### src/rtl/rgb_forward_gradient_magnitude_core_macros.svh
// Assertion macros shared by the gradient core.
// Depends on nothing; included by the top level.
`ifndef RGB_FORWARD_GRADIENT_MAGNITUDE_CORE_MACROS_SVH
`define RGB_FORWARD_GRADIENT_MAGNITUDE_CORE_MACROS_SVH

// same-cycle implication
`define RGFG_ASSERT_IMP(label, clk, rst, ante, cons, msg) \
   label: assert property (@(posedge clk) disable iff (rst) (ante) |-> (cons)) \
      else $error(msg);

// next-cycle implication
`define RGFG_ASSERT_NXT(label, clk, rst, ante, cons, msg) \
   label: assert property (@(posedge clk) disable iff (rst) (ante) |=> (cons)) \
      else $error(msg);

`endif

### src/rtl/rgfg_pkg.sv
// Types and constants of the RGB forward gradient core.
// No dependencies; used by the interfaces and every module.
package rgfg_pkg;

   localparam int MAX_DIM        = 256;
   localparam int CHANNEL_BITS   = 8;
   localparam int DIM_BITS       = $clog2(MAX_DIM + 1);
   localparam int POS_BITS       = $clog2(MAX_DIM);

   localparam int QUEUE_DEPTH    = 4;
   localparam int QUEUE_PTR_BITS = $clog2(QUEUE_DEPTH);
   localparam int QUEUE_CNT_BITS = $clog2(QUEUE_DEPTH + 1);

   localparam int CSR_INDEX_BITS = 1;
   localparam logic [CSR_INDEX_BITS-1:0] CSR_FRAME_WIDTH  = 1'b0;
   localparam logic [CSR_INDEX_BITS-1:0] CSR_FRAME_HEIGHT = 1'b1;

   localparam int EMIT_ABOVE = 0;
   localparam int EMIT_LEFT  = 1;
   localparam int EMIT_END   = 2;
   localparam int EMIT_COUNT = 3;

   typedef logic [CHANNEL_BITS-1:0] chan_type;
   typedef logic [POS_BITS-1:0]     pos_type;
   typedef logic [DIM_BITS-1:0]     dim_type;
   typedef logic [EMIT_COUNT-1:0]   emit_mask_type;

   typedef struct packed {
      chan_type red;
      chan_type green;
      chan_type blue;
   } pixel_type;

   typedef struct packed {
      pos_type       row;
      pos_type       col;
      pixel_type     px;
      pixel_type     prev;
      pixel_type     above_self;
      pixel_type     above_right;
      emit_mask_type emit_mask;
   } job_type;

   typedef struct packed {
      logic full;
      logic empty;
   } q_status_type;

endpackage

### src/rtl/rgfg_if.sv


interface rgfg_rsp_if;
   logic                       valid;
   logic                       ready;
   logic [rgfg_pkg::POS_BITS-1:0]     out_row;
   logic [rgfg_pkg::POS_BITS-1:0]     out_col;
   logic [rgfg_pkg::CHANNEL_BITS-1:0] red_grad;
   logic [rgfg_pkg::CHANNEL_BITS-1:0] green_grad;
   logic [rgfg_pkg::CHANNEL_BITS-1:0] blue_grad;
   logic                       run_last;

   modport source(output valid, output out_row, output out_col, output red_grad,
                  output green_grad, output blue_grad, output run_last, input ready);
   modport sink(input valid, input out_row, input out_col, input red_grad,
                input green_grad, input blue_grad, input run_last, output ready);
endinterface

### src/rtl/rgfg_back.sv
// Result sequencer: expands each job into its gradient words and registers them.
// Depends on rgfg_pkg and rgfg_rsp_if.
module rgfg_back (
   input  logic                    clock,
   input  logic                    reset,
   input  rgfg_pkg::job_type       job_head,
   input  rgfg_pkg::q_status_type  q_status,
   output logic                    job_pop,
   rgfg_rsp_if.source              rsp_bus
);

   function automatic rgfg_pkg::chan_type grad_ch(input rgfg_pkg::chan_type self_v,
                                                   input rgfg_pkg::chan_type right_v,
                                                   input rgfg_pkg::chan_type below_v);
      rgfg_pkg::chan_type              dx;
      rgfg_pkg::chan_type              dy;
      logic [rgfg_pkg::CHANNEL_BITS:0] sum;
      dx  = (right_v > self_v) ? right_v - self_v : self_v - right_v;
      dy  = (below_v > self_v) ? below_v - self_v : self_v - below_v;
      sum = {1'b0, dx} + {1'b0, dy} + (rgfg_pkg::CHANNEL_BITS + 1)'(1);
      return sum[rgfg_pkg::CHANNEL_BITS:1];
   endfunction

   rgfg_pkg::emit_mask_type done_ff, done_in;
   logic                    rsp_valid_ff, rsp_valid_in;
   rgfg_pkg::pos_type       out_row_ff, out_col_ff;
   rgfg_pkg::chan_type      red_ff, green_ff, blue_ff;
   logic                    last_ff;

   rgfg_pkg::emit_mask_type pending, sel, rest;
   rgfg_pkg::pixel_type     op_self, op_right, op_below;
   rgfg_pkg::pos_type       op_row, op_col;
   logic                    load;

   always_comb begin
      pending = job_head.emit_mask & ~done_ff;
      sel     = '0;
      priority if (pending[rgfg_pkg::EMIT_ABOVE]) begin
         sel[rgfg_pkg::EMIT_ABOVE] = 1'b1;
      end else if (pending[rgfg_pkg::EMIT_LEFT]) begin
         sel[rgfg_pkg::EMIT_LEFT] = 1'b1;
      end else begin
         sel[rgfg_pkg::EMIT_END] = 1'b1;
      end
      rest    = pending & ~sel;
      load    = !q_status.empty && (!rsp_valid_ff || rsp_bus.ready);
      job_pop = load && (rest == '0);

      priority if (sel[rgfg_pkg::EMIT_ABOVE]) begin
         op_row   = job_head.row - rgfg_pkg::POS_BITS'(1);
         op_col   = job_head.col;
         op_self  = job_head.above_self;
         op_right = job_head.above_right;
         op_below = job_head.px;
      end else if (sel[rgfg_pkg::EMIT_LEFT]) begin
         op_row   = job_head.row;
         op_col   = job_head.col - rgfg_pkg::POS_BITS'(1);
         op_self  = job_head.prev;
         op_right = job_head.px;
         op_below = job_head.prev;
      end else begin
         op_row   = job_head.row;
         op_col   = job_head.col;
         op_self  = job_head.px;
         op_right = job_head.px;
         op_below = job_head.px;
      end

      done_in = done_ff;
      if (load) begin
         done_in = job_pop ? '0 : (done_ff | sel);
      end
      rsp_valid_in = load ? 1'b1 : (rsp_bus.ready ? 1'b0 : rsp_valid_ff);
   end

   always_ff @(posedge clock) begin
      if (reset) begin
         done_ff      <= '0;
         rsp_valid_ff <= 1'b0;
      end else begin
         done_ff      <= done_in;
         rsp_valid_ff <= rsp_valid_in;
      end
   end

   always_ff @(posedge clock) begin
      if (load) begin
         out_row_ff <= op_row;
         out_col_ff <= op_col;
         red_ff     <= grad_ch(op_self.red,   op_right.red,   op_below.red);
         green_ff   <= grad_ch(op_self.green, op_right.green, op_below.green);
         blue_ff    <= grad_ch(op_self.blue,  op_right.blue,  op_below.blue);
         last_ff    <= rest == '0;
      end
   end

   assign rsp_bus.valid      = rsp_valid_ff;
   assign rsp_bus.out_row    = out_row_ff;
   assign rsp_bus.out_col    = out_col_ff;
   assign rsp_bus.red_grad   = red_ff;
   assign rsp_bus.green_grad = green_ff;
   assign rsp_bus.blue_grad  = blue_ff;
   assign rsp_bus.run_last   = last_ff;

endmodule

### src/flat_wrapper.sv
// flat-port wrapper written by rule: the top's interface ports become plain ports
module rgfg_back_flat 
  (clock, reset, job_head, q_status, job_pop, rsp_bus_valid, rsp_bus_out_row, rsp_bus_out_col, rsp_bus_red_grad, rsp_bus_green_grad, rsp_bus_blue_grad, rsp_bus_run_last, rsp_bus_ready);
  rgfg_rsp_if rsp_bus_i ();
  input  logic clock;
  input  logic reset;
  input  rgfg_pkg::job_type job_head;
  input  rgfg_pkg::q_status_type q_status;
  output logic job_pop;
  output wire logic [$bits(rsp_bus_i.valid)-1:0] rsp_bus_valid;
  output wire logic [$bits(rsp_bus_i.out_row)-1:0] rsp_bus_out_row;
  output wire logic [$bits(rsp_bus_i.out_col)-1:0] rsp_bus_out_col;
  output wire logic [$bits(rsp_bus_i.red_grad)-1:0] rsp_bus_red_grad;
  output wire logic [$bits(rsp_bus_i.green_grad)-1:0] rsp_bus_green_grad;
  output wire logic [$bits(rsp_bus_i.blue_grad)-1:0] rsp_bus_blue_grad;
  output wire logic [$bits(rsp_bus_i.run_last)-1:0] rsp_bus_run_last;
  input wire logic [$bits(rsp_bus_i.ready)-1:0] rsp_bus_ready;
  assign rsp_bus_valid = rsp_bus_i.valid;
  assign rsp_bus_out_row = rsp_bus_i.out_row;
  assign rsp_bus_out_col = rsp_bus_i.out_col;
  assign rsp_bus_red_grad = rsp_bus_i.red_grad;
  assign rsp_bus_green_grad = rsp_bus_i.green_grad;
  assign rsp_bus_blue_grad = rsp_bus_i.blue_grad;
  assign rsp_bus_run_last = rsp_bus_i.run_last;
  assign rsp_bus_i.ready = rsp_bus_ready;
  rgfg_back u_core (.clock(clock), .reset(reset), .job_head(job_head), .q_status(q_status), .job_pop(job_pop), .rsp_bus(rsp_bus_i));
endmodule
### config.mk
export PLATFORM = sky130hd
export DESIGN_NAME = rgfg_back_flat
export DESIGN_NICKNAME = d
export VERILOG_FILES = /design/src/rtl/rgb_forward_gradient_magnitude_core_macros.svh /design/src/rtl/rgfg_pkg.sv /design/src/rtl/rgfg_if.sv /design/src/rtl/rgfg_back.sv /design/src/flat_wrapper.sv
export SDC_FILE = /design/constraint.sdc
export NUM_CORES = 1
export LEC_CHECK = 0
export ABC_AREA = 1
export BUFFER_PORTS_ARGS = -buffer_cell sky130_fd_sc_hd__clkbuf_2
export CAP_MARGIN = 20
export CORE_UTILIZATION = 58
export DETAILED_ROUTE_END_ITERATION = 6
export PLACE_DENSITY = 0.8
export RECOVER_POWER = 50
export SLEW_MARGIN = 15
export SYNTH_ARGS = -nofsm -noshare
export SYNTH_HDL_FRONTEND = slang
export SYNTH_SLANG_ARGS = --single-unit
### constraint.sdc
create_clock -name clock -period 5.8 [get_ports clock]
set_input_delay 0.58 -clock clock [delete_from_list [all_inputs] [get_ports clock]]
set_output_delay 0.58 -clock clock [all_outputs]
set_load 0.02 [all_outputs]
==> impl_metrics.csv <==
group,metric,value,unit
run_status,status,"complete, but fails checks",
run_status,failed_checks,"max-capacitance violations, max-slew violations",
drt,drt_wl_total,21.2,mm
setup_path,ff2ff_path_depth,29,
cells_and_area,instances_no_fill,1684,
cts,root_buffer,"clkbuf_16",
synthesis,netlist_area,8380,um^2
drt,antenna_left,0,
setup_path,critPathSlowestCell,"ha_1",
cts,cts_buffers,5,
cts,clockBufferDepth,2,
synthesis,synth-async-reset-ratio,0,
synthesis,synth_edf_count,41,
drt,drt-initial-drc-count,467,
job,cap_violations,1,
timing,finalSetupTns,0,ns
timing,whs,0.471,ns
power_and_ir_drop,power,3.08,mW
power_and_ir_drop,ir_worst_vdd,160,uV
timing,rsz0062_at_grt,"no",
cts,postCtsSetupBuffers,0,
cells_and_area,finish.utilization,0.678,
setup_path,cp.arrival,5.12,ns
power_and_ir_drop,powerDensity,325,nW/um^2
timing,setup_viol,0,
setup_path,path_buf_inv,7,
placed_design,numPortBuffers,161,
hold_path,holdPathStages,2,
timing,fmax,0.197,GHz
drt,firstDrtPassIters,5,
cells_and_area,layout_common_cells,"nand2_1, inv_1, clkbuf_2",
synthesis,ys_seq_area_frac,0.156,
global_route,antenna_found_initial,0,
synthesis,synth_nets,1577,
cts,cts_hold_buf,0,
synthesis,ys.flop_type,"edfxtp_1",
placed_design,routabilityCongestion,0.971,
timing,fin_crit_sh,0.875,
placed_design,dp_worst_setup_slack,0.534,ns
setup_path,cp-start-kind,"primary input",
hold_path,hold_path.class,"reg2reg",
hold_path,min_from,"u_core.done_ff[2]",
cells_and_area,drive_above_1_share,0.145,
power_and_ir_drop,p_leak,5.66,nW
global_route,grt_max_degree,52,
floorplanning,dieArea,14900,um^2
cts,ctsResizeCount,0,
cells_and_area,nNetsFinal,1736,
setup_path,rr_startpoint,"u_core.done_ff[0]",
timing,slew_headroom,-0.614,
synthesis,synthCells,1344,
timing,tightest_slew,2.42,ns
setup_path,crit_top_cell,"nand2_1",
setup_path,crit_fanout,37,
cts,clk_pin_slew_worst_paths,0.07,ns
setup_path,max_stage_delay,0.43,ns
cts,cts_tree,"done",
floorplanning,die-width,122,um
floorplanning,start_util,0.599,
drt,dr_total_vias,8560,
synthesis,synth-seq-cells,45,
floorplanning,ios,163,
synthesis,yosysWarnings,0,
cells_and_area,final_common_cell,"nand2_1",
setup_path,worstSetupPathType,"in2reg",
drt,drcViolationCount,0,
drt,wl_per_cell,12.6,um
cells_and_area,fillers,1392,
synthesis,ys_types,40,
global_route,grt_pass1_wl,34.7,mm
setup_path,endpoint_kind,"flip-flop",
floorplanning,core_area,14000,um^2
hold_path,hold_end,"u_core.done_ff[2]",
cells_and_area,diodes,0,
drt,vias_per_cell,5.08,
timing,fin_ws,0.726,ns
setup_path,crit_family,"simple AND/OR/NAND/NOR gates",
cts,cts.htree.levels,2,
timing,slew_viol_final,45,
setup_path,r2r_slack,0.86,ns
timing,finalHoldViolCount,0,
timing,skew,0.0111,ns
cells_and_area,area_growth,13.1,%
setup_path,required,5.85,ns
global_route,grt_use_total,0.290,
global_route,overflow,0,
floorplanning,die_y,122,um
setup_path,r2r-end,"u_core.rsp_bus.red_grad[6]",
floorplanning,rows,43,
placed_design,dpl.cell_count,1676,
placed_design,dpl-instance-area,9380,um^2
synthesis,avgSynthCellArea,6.24,um^2
timing,min_period,5.07,ns
cells_and_area,design_area,9480,um^2
placed_design,dp_hpwl,17.9,mm
cts,worstSkewPairLatency,0.30,ns
cts,cts_sinks,45,
global_route,grt_pass1_vias,7710,
## area by class of cell
cell class                 count  area (um^2)  area share
tap                          180          225      0.0238
clock inverter                 3         47.5     0.00501
sequential                    45         1310       0.138
multi-input combinational    991         5860       0.618
timing repair buffer         169          810      0.0854
clock buffer                   5          125      0.0132
inverter                     291         1100       0.116
## how the worst max path moves through the flow
stage | from | endpoint | slack, ns | cells after the start
after floorplan | job_head[1] | u_core.rsp_bus.blue_grad[6] | 1.09 | 31
after global placement | job_head[1] | u_core.rsp_bus.green_grad[6] | 0.70 | 29
after detailed placement | job_head[1] | u_core.rsp_bus.green_grad[6] | 0.53 | 29
after CTS | job_head[1] | u_core.rsp_bus.green_grad[6] | 0.84 | 29
after global routing | job_head[0] | u_core.rsp_bus.green_grad[6] | 0.18 | 28
final | job_head[0] | u_core.rsp_bus.red_grad[6] | 0.73 | 29
## cells by family (layout without fill, tap and decap cells)
logic type | Yosys count | in the layout | synth area share
DFF | 45 | 45 | 0.156
xor gates and xnor gates | 63 | 63 | 0.0658
buffers and inverters | 308 | 468 | 0.143
and+or+nand+nor | 642 | 642 | 0.334
adders and majority gates | 113 | 113 | 0.182
AOI/OAI and AO/OA | 173 | 173 | 0.118
## synth_stat cells (all sizes together), types with 10 or more instances
| cell | number | area share |
|---|---|---|
| nand3 | 69 | 0.044 |
| a21oi | 62 | 0.037 |
| ha | 98 | 0.15 |
| fa | 15 | 0.036 |
| xor2 | 59 | 0.062 |
| nor2 | 60 | 0.030 |
| clkbuf | 10 | 0.0045 |
| inv | 290 | 0.13 |
| o21ai | 79 | 0.053 |
| nand4 | 29 | 0.025 |
| nand2 | 464 | 0.22 |
| edfxtp | 41 | 0.15 |
| or2 | 10 | 0.0075 |
## routing by layer
layer,share of wire,track usage
met5,0,0
met4,0.021,0.0793
met3,0.053,0.0362
met2,0.48,0.529
met1,0.44,0.356
## where the power goes
group | leakage (nW) | total [mW] | switching, mW | internal, mW
clock network | 0.0848 | 0.342 | 0.136 | 0.207
registers | 0.429 | 0.574 | 0.0241 | 0.550
logic | 5.14 | 2.16 | 1.38 | 0.785
## state kept, by name (all words and copies together), names as in the netlist
name / count
u_core.rsp_bus.blue_grad: 8
u_core.rsp_bus.green_grad: 8
u_core.rsp_bus.out_col: 8
u_core.rsp_bus.out_row: 8
u_core.rsp_bus.red_grad: 8
u_core.done_ff: 3
u_core.rsp_bus.run_last: 1
u_core.rsp_bus.valid: 1
## worst register-to-register path, delay by kind of cell (launching register included)
| family | cells | cell delay (ns) |
|---|---|---|
| and+or+nand+nor | 14 | 1.45 |
| AOI/OAI and AO/OA | 5 | 1.03 |
| buffers and inverters | 7 | 0.99 |
| adders and majority gates | 2 | 0.75 |
| DFF | 1 | 0.31 |
| xor gates and xnor gates | 1 | 0.15 |
No activity file was read; power rests on OpenSTA's default activity.
