`config.mk`:
```
export PLATFORM = sky130hd
export DESIGN_NAME = rgfg_queue
export DESIGN_NICKNAME = d
export VERILOG_FILES = /design/src/rtl/rgb_forward_gradient_magnitude_core_macros.svh /design/src/rtl/rgfg_pkg.sv /design/src/rtl/rgfg_queue.sv
export SDC_FILE = /design/constraint.sdc
export NUM_CORES = 1
export LEC_CHECK = 0
export BUFFER_PORTS_ARGS = -buffer_cell sky130_fd_sc_hd__buf_2
export CORE_ASPECT_RATIO = 1.4
export CORE_UTILIZATION = 55
export CTS_CLUSTER_DIAMETER = 100
export DETAILED_ROUTE_END_ITERATION = 12
export GPL_ROUTABILITY_DRIVEN = 0
export PLACE_DENSITY = 0.8
export SLEW_MARGIN = 30
export SYNTH_ARGS = -nofsm -noshare
export SYNTH_HDL_FRONTEND = slang
export SYNTH_SLANG_ARGS = --single-unit
```
`constraint.sdc`:
```
create_clock -name clock -period 11.8 [get_ports clock]
set_clock_uncertainty 0.05 [all_clocks]
set_input_delay 1.18 -clock clock [delete_from_list [all_inputs] [get_ports clock]]
set_output_delay 1.18 -clock clock [all_outputs]
set_load 0.02 [all_outputs]
```
`src/rtl/rgb_forward_gradient_magnitude_core_macros.svh`:
```
// Assertion macros shared by the gradient core.
// Depends on nothing; included by the top level.
`ifndef RGB_FORWARD_GRADIENT_MAGNITUDE_CORE_MACROS_SVH
`define RGB_FORWARD_GRADIENT_MAGNITUDE_CORE_MACROS_SVH

// same-cycle implication
`define RGFG_ASSERT_IMP(label, clk, rst, ante, cons, msg) \
   label: assert property (@(posedge clk) disable iff (rst) (ante) |-> (cons)) \
      else $error(msg);

// next-cycle implication
`define RGFG_ASSERT_NXT(label, clk, rst, ante, cons, msg) \
   label: assert property (@(posedge clk) disable iff (rst) (ante) |=> (cons)) \
      else $error(msg);

`endif

```
`src/rtl/rgfg_pkg.sv`:
```
// Types and constants of the RGB forward gradient core.
// No dependencies; used by the interfaces and every module.
package rgfg_pkg;

   localparam int MAX_DIM        = 256;
   localparam int CHANNEL_BITS   = 8;
   localparam int DIM_BITS       = $clog2(MAX_DIM + 1);
   localparam int POS_BITS       = $clog2(MAX_DIM);

   localparam int QUEUE_DEPTH    = 4;
   localparam int QUEUE_PTR_BITS = $clog2(QUEUE_DEPTH);
   localparam int QUEUE_CNT_BITS = $clog2(QUEUE_DEPTH + 1);

   localparam int CSR_INDEX_BITS = 1;
   localparam logic [CSR_INDEX_BITS-1:0] CSR_FRAME_WIDTH  = 1'b0;
   localparam logic [CSR_INDEX_BITS-1:0] CSR_FRAME_HEIGHT = 1'b1;

   localparam int EMIT_ABOVE = 0;
   localparam int EMIT_LEFT  = 1;
   localparam int EMIT_END   = 2;
   localparam int EMIT_COUNT = 3;

   typedef logic [CHANNEL_BITS-1:0] chan_type;
   typedef logic [POS_BITS-1:0]     pos_type;
   typedef logic [DIM_BITS-1:0]     dim_type;
   typedef logic [EMIT_COUNT-1:0]   emit_mask_type;

   typedef struct packed {
      chan_type red;
      chan_type green;
      chan_type blue;
   } pixel_type;

   typedef struct packed {
      pos_type       row;
      pos_type       col;
      pixel_type     px;
      pixel_type     prev;
      pixel_type     above_self;
      pixel_type     above_right;
      emit_mask_type emit_mask;
   } job_type;

   typedef struct packed {
      logic full;
      logic empty;
   } q_status_type;

endpackage

```
`src/rtl/rgfg_queue.sv`:
```
// Short job queue between the front end and the result sequencer.
// Depends on rgfg_pkg.
module rgfg_queue (
   input  logic                    clock,
   input  logic                    reset,
   input  logic                    job_push,
   input  rgfg_pkg::job_type       job_in,
   input  logic                    job_pop,
   output rgfg_pkg::job_type       job_head,
   output rgfg_pkg::q_status_type  q_status
);

   rgfg_pkg::job_type entries_ff [rgfg_pkg::QUEUE_DEPTH];
   logic [rgfg_pkg::QUEUE_PTR_BITS-1:0] wr_ptr_ff, wr_ptr_in;
   logic [rgfg_pkg::QUEUE_PTR_BITS-1:0] rd_ptr_ff, rd_ptr_in;
   logic [rgfg_pkg::QUEUE_CNT_BITS-1:0] count_ff, count_in;

   always_comb begin
      q_status.full  = count_ff == rgfg_pkg::QUEUE_CNT_BITS'(rgfg_pkg::QUEUE_DEPTH);
      q_status.empty = count_ff == '0;
      job_head       = entries_ff[rd_ptr_ff];
      wr_ptr_in      = job_push ? wr_ptr_ff + rgfg_pkg::QUEUE_PTR_BITS'(1) : wr_ptr_ff;
      rd_ptr_in      = job_pop  ? rd_ptr_ff + rgfg_pkg::QUEUE_PTR_BITS'(1) : rd_ptr_ff;
      unique case ({job_push, job_pop})
         2'b10:   count_in = count_ff + rgfg_pkg::QUEUE_CNT_BITS'(1);
         2'b01:   count_in = count_ff - rgfg_pkg::QUEUE_CNT_BITS'(1);
         default: count_in = count_ff;
      endcase
   end

   always_ff @(posedge clock) begin
      if (reset) begin
         wr_ptr_ff <= '0;
         rd_ptr_ff <= '0;
         count_ff  <= '0;
      end else begin
         wr_ptr_ff <= wr_ptr_in;
         rd_ptr_ff <= rd_ptr_in;
         count_ff  <= count_in;
      end
   end

   always_ff @(posedge clock) begin
      if (job_push) begin
         entries_ff[wr_ptr_ff] <= job_in;
      end
   end

endmodule

```
==> impl_results.md, run 1 <==
- WL/cell: 22.6 µm
- Largest net degree at the start of global routing: 70
- Static leakage: ~6.6 nW
- Status: finished, final reports clean
- Final worst-path cycle share: 33.6%
- Post-CTS Setup Bufs: 0
- Clk pwr share: 35.4%
- Min Tclk post-route: 3960 ps
- Synthesized cell area: ~17000 µm²
- Clock-pin slew on the worst setup and hold paths: 60 ps
- IO Pins: between 200 and 250
- Final ANT Viol Nets: 0
- Reg2reg end: entries_ff[1][26]$_DFFE_PP_
- Fin nets: 1033
- Drt total wl: ~30000 µm
- Worst hold slack: about 470 ps
- HP Class: reg -> reg
- Startpoint types: register
- Routed via count: 7540
- Hold Path Depth: 2
- Pwr/cell area: 180 nW/µm²
- GR Util met2: 33.5%
- Final setup violation count: 0
- FP Rows: between 70 and 80
- Final Max Tran Viols: 0
- M3 GR Usage: approximately 5%
- Register bit total from synthesis: 469
- Hold Vio Cnt, Final: 0
- Initial Utilization: 56.3%
- Vias in the first global route: 8114
- Commonest non-fill, non-tap cells in the layout: 460 x edfxtp_1, 235 x buf_2, 115 x mux4_2
- Synthesized instance count: 648
- Port Buf Inserts: 235
- Synth top area share: 81.2%
- Sequential share of power: approximately 54%
- Vias per cell: between 5 and 6
- Critical Path Sink Type: primary output
- 1st-iter DRT viols: 549
- Commonest non-fill, non-tap cell in the layout: edfxtp_1
- Post-route design area: 19900 µm²
- Core area: about 30000 µm²
- Psw: 804 µW
- Gr usage total: slightly below 20%
- Hold Crit Endpoint: count_ff[2]$_SDFFE_PP0P_
- Drt drc: 0
- Worst-path maximum fanout: approximately 70
- Setup TNS: 0 ps
- Hold Crit Start: count_ff[2]$_SDFFE_PP0P_
- Syn-to-layout area delta: 16.9%
- Max stage delay on crit path: about 830 ps
- Peak supply drop: 124 µV
- Avg Cell Area, Syn: ~26 µm²
- Cell Int Power: 2.78 mW
- Switch share: 22.4%
- RSZ-0062 raised after global routing: no
- Skew-Pair Late Insertion Delay: approximately 530 ps
- CTS resizes: 0
- Most Used Layer, Global Route: met2
- Area contributors post-synth: edfxtp_1 81%, mux4_2 15%, dfxtp_1 1.1%, buf_6 0.46%, buf_2 0.38%
- Share of layout cells above drive strength 1: 44.5%
- Syn_nets: 773
- CP cell instances: buf_6, mux4_2, buf_2
- CTS Hold Bufs: 0
- H-tree levels: 2
- R2R Setup Slk: 9230 ps
- Worst Reg-to-Reg Cells: 3
- Max clock buf depth: 3
- CP max stage cell: dfxtp_4
- Die Wd: approximately 150 µm
- Detailed-placement wirelength estimate: 17500 µm
- Maximum Capacitance Violations: 0
- TritonCTS clock tree: done
- Root Driver: clkbuf_16
- Seq/Total Area, Yosys: 82.3%
- Global-route wire length before repair: 45100 µm
- WS Path Type: reg -> out
- Rel. slew slack: 39.8%
- Placed cell area: 18600 µm²
- Die Height: 210 µm
- Synth area leader: edfxtp_1
- Data required time at the worst endpoint: 10570 ps
- FF-to-FF Start: wr_ptr_ff[0]$_SDFFE_PP0P_
- Combinational share of power: 10.5%
- F_max: 253 MHz
- GR Util met1: 23.6%
- Worst-margin pin slew: 903 ps
- Yosys warns: 0
- Initial antenna violation count: 4
- Clock sinks: 469
- Finished Layout Cells: 1324
- Placed Cells: 1248
- GRT overflow: 0
- Distinct cells, synth: 20
- Worst EP arrival: 2730 ps
- CTS Buf Count: 42
- 1st-pass router iterations: 5
- DIE AREA: 31600 µm²
-- cell usage after synthesis --
library cell,instances
or3_1,1
clkbuf_1,7
xnor2_1,2
dfxtp_1,9
buf_6,7
nand2_1,1
ha_1,5
inv_1,6
mux2i_1,1
xor2_1,3
edfxtp_1,460
buf_2,13
and2_1,4
o21ai_0,1
fa_1,1
and3_1,1
a21oi_1,2
nor3_1,1
nor2_1,8
mux4_2,115
-- layer usage --
layer	share of wire, %	routed length (µm)
met5	0.11	34
met4	2.4	722
met3	7.8	2320
met2	53	15800
met1	37	11000
-- per-stage QoR --
step,worst slack (ps),utilization [%],power [mW]
2_1_floorplan,7440,-,2.23
3_3_place_gp,8130,61.4,2.35
3_5_place_dp,8240,61.5,2.36
4_1_cts,7630,65.7,3.62
5_1_grt,7690,65.8,3.71
6_report,7840,65.8,3.59
-- sequential cells by signal, summed over array words and instances, names as in the netlist, named ones only --
register / count
count_ff: 3
entries_ff: 460
wr_ptr_ff: 2
rd_ptr_ff: 2
-- worst max-delay path by stage --
stage / to / start / slack (ps)
floorplan: entries_ff[0][0]$_DFFE_PP_ / job_push / 7440
global placement: job_head[65] / register / 8130
detailed placement: job_head[105] / register / 8240
CTS: job_head[1] / register / 7630
global route: job_head[85] / register / 7690
finish: job_head[1] / register / 7840
-- worst max-delay path: cells and delay by family (launching register included) --
family	cells	cell delay, ps
buf+inv	2	820
flops	1	830
mux	1	440
-- kinds of logic (layout without fill, tap and decap cells) --
kind of cell               count (synthesis)  count (layout)  share of synthesized area [%]
DFF                                      469             469                           82.3
muxes                                    116             116                           15.3
buffers and inverters                     33             322                           1.13
and+or+nand+nor                           16              16                          0.449
adders and majority gates                  6               6                          0.486
xor gates and xnor gates                   5               5                          0.258
AOI/OAI and AO/OA                          3               3                         0.0883
other                                      0               2                              0
-- power groups by stage --
| stage | Clock, mW | Sequential (mW) | Combinational, mW |
|---|---|---|---|
| floorplan | 0 | 1.97 | 0.257 |
| global placement | 0 | 1.97 | 0.375 |
| detailed placement | 0 | 1.98 | 0.380 |
| CTS | 1.29 | 1.94 | 0.383 |
| global route | 1.35 | 1.95 | 0.403 |
| finish | 1.27 | 1.94 | 0.375 |
-- layout make-up --
cell class	count	area, µm²
sequential	469	14000
fill	1925	10300
multi-input combinational	146	2830
timing repair buffer	243	1260
clock buffer	56	1120
tap	385	482
clock inverter	17	154
inverter	6	22.5
antenna	2	5.00
(Power assumes the default switching activity.)
==> inputs of run 2 (changes only) <==
clock period = 4.1 ns   (was 11.8 ns; I/O delays follow)
==> impl_results.md, run 2 (synthesis results as in run 1) <==
- Maximum Capacitance Violations: 0 (unchanged)
- CTS Buf Count: 41 (was 42)
- Drt total wl: 31300 µm (was 29900 µm)
- Vias per cell: 5.70 (was 5.69)
- WL/cell: 23.2 µm (was 22.6 µm)
- Fin nets: 1051 (was 1033)
- Clock-pin slew on the worst setup and hold paths: 60 ps (about the same)
- Commonest non-fill, non-tap cell in the layout: edfxtp_1 (unchanged)
- Vias in the first global route: 8257 (was 8114)
- FF-to-FF Start: wr_ptr_ff[0]$_SDFFE_PP0P_ (unchanged)
- Peak supply drop: 437 µV (was 124 µV)
- Final setup violation count: 0 (unchanged)
- FILL cells: 1911 (was 1925)
- Final ANT Viol Nets: 0 (unchanged)
- WS Path Type: reg -> out (unchanged)
- Reg2reg end: entries_ff[0][72]$_DFFE_PP_ (was entries_ff[1][26]$_DFFE_PP_)
- Post-CTS Setup Bufs: 0 (unchanged)
- Biggest regs: entries_ff x460, count_ff x3 (unchanged)
- Die Height: 210 µm (unchanged)
- Rel. slew slack: 41.3% (was 39.8%)
- 1st-iter DRT viols: 516 (was 549)
- Routed via count: 7687 (was 7540)
- Max clock buf depth: 3 (unchanged)
- Worst EP arrival: 2580 ps (was 2730 ps)
- Status: finished, final reports clean (unchanged)
- Largest net degree at the start of global routing: 57 (was 70)
- Core area: 30200 µm² (unchanged)
- Largest Register: entries_ff (unchanged)
- Final worst-path cycle share: 74.3%
- Commonest non-fill, non-tap cells in the layout: 460 x edfxtp_1, 235 x buf_2, 115 x mux4_2 (unchanged)
- Detailed-placement wirelength estimate: 18700 µm (was 17500 µm)
- F_max: 328 MHz
- Hold Vio Cnt, Final: 0 (unchanged)
- HP Class: in -> reg (was reg -> reg)
- Pwr/cell area: 516 nW/µm² (was 180 nW/µm²)
- Worst-path maximum fanout: 39 (was 69)
- TritonCTS clock tree: done (unchanged)
- Initial Utilization: 56.3% (unchanged)
- Critical Path Sink Type: primary output (unchanged)
- R2R Setup Slk: 1980 ps (was 9230 ps)
- Skew-Pair Late Insertion Delay: 540 ps (was 530 ps)
- FP Rows: 75 (unchanged)
- 1st-pass router iterations: 4 (was 5)
- Largest register FFs: 460 (unchanged)
- IO Pins: 236 (unchanged)
- Final Max Tran Viols: 0 (unchanged)
- RSZ-0062 raised after global routing: no (unchanged)
- DIE AREA: 31600 µm² (unchanged)
- Global-route wire length before repair: 46700 µm (was 45100 µm)
- Setup TNS: 0 ps (unchanged)
- Dpl ws: 1550 ps (was 8240 ps)
- Root Driver: clkbuf_16 (unchanged)
- Syn-to-layout area delta: 18.4% (was 16.9%)
- Static leakage: 6.75 nW (was 6.65 nW)
- Data required time at the worst endpoint: 3640 ps (was 10570 ps)
- Port Buf Inserts: 235 (unchanged)
- Capture point of the worst path: job_head[40] (was job_head[1])
- Gr usage total: 20.3% (was 19.4%)
- Initial antenna violation count: 7 (was 4)
- GRT overflow: 0 (unchanged)
- Die Wd: 151 µm (unchanged)
- Worst-margin pin slew: 881 ps (was 903 ps)
- Min Tclk post-route: around 3000 ps
- Startpoint types: register (unchanged)
- H-tree levels: 2 (unchanged)
- Drt drc: 0 (unchanged)
- Clock sinks: 469 (unchanged)
- Worst Reg-to-Reg Cells: 4 (was 3)
- Final setup margin: 1060 ps (was 7840 ps)
- Share of layout cells above drive strength 1: 44.7% (was 44.5%)
-- run 2: cell count changes in the layout (fill, tap and decap cells not counted), sizes merged, moves of 4 or more --
cell	delta
clkinv	+4
buf	+8
clkbuf	-6
dlygate4sd3	+11
-- run 2: cell type report --
| type | count | area [µm²] | share of cell area [%] |
|---|---|---|---|
| clock inverter | 26 | 240 | 1.19 |
| clock buffer | 50 | 1060 | 5.26 |
| inverter | 6 | 22.5 | 0.112 |
| multi-input combinational | 146 | 2830 | 14.0 |
| antenna | 4 | 10.0 | 0.0497 |
| timing repair buffer | 262 | 1490 | 7.42 |
| tap | 385 | 482 | 2.39 |
| sequential | 469 | 14000 | 69.5 |
-- run 2: critical path: stages, from the launching register on --
cell	delay, ps
dfxtp_4	910
buf_12	330
mux4_2	570
buf_2	180
-- run 2: stage by stage --
stage                     util (%)  power [mW]  hold WS [ps]  instance area [µm²]  std cells
after global placement        61.9        6.78           441                18700       1257
after global routing          66.6        10.7          11.6                20100       1348
final                         66.6        10.4          30.5                20100       1348
after floorplan                  -        6.40           417                17000        648
after CTS                     66.6        10.5          1.96                20100       1344
after detailed placement      61.9        6.81           466                18700       1257
-- run 2: worst min-delay path by stage --
| stage | startpoint | slack, ps | endpoint | cells after the start |
|---|---|---|---|---|
| floorplan | count_ff[2]$_SDFFE_PP0P_ | 420 | count_ff[2]$_SDFFE_PP0P_ | 2 |
| global route | job_in[79] | 10 | entries_ff[0][79]$_DFFE_PP_ | 1 |
| finish | job_in[44] | 30 | entries_ff[2][44]$_DFFE_PP_ | 1 |
| detailed placement | count_ff[1]$_SDFFE_PP0P_ | 470 | count_ff[1]$_SDFFE_PP0P_ | 2 |
| CTS | job_in[42] | 2 | entries_ff[0][42]$_DFFE_PP_ | 1 |
| global placement | count_ff[2]$_SDFFE_PP0P_ | 440 | count_ff[2]$_SDFFE_PP0P_ | 2 |
-- run 2: per-layer routing --
metal | wire, µm | GRT usage [%] | vias up | share of wire [%]
met4 | 843 | 7.34 | 6 | 2.7
met3 | 2220 | 4.35 | 56 | 7.1
li1 | - | - | 3344 | -
met5 | 38 | 0 | - | 0.12
met1 | 11400 | 24.5 | 3982 | 37
met2 | 16800 | 35.7 | 299 | 54
-- run 2: where the power goes --
group	switching [mW]	total [mW]	internal, mW
Combinational	0.646	1.11	0.463
Sequential	0.0899	5.60	5.51
Clock	1.64	3.69	2.06
-- run 2: what timing repair did --
item,CTS,global route
resized for setup,0,0
hold endpoints to repair,34,0
hold buffers,11,0
endpoints found under the setup margin,0,0
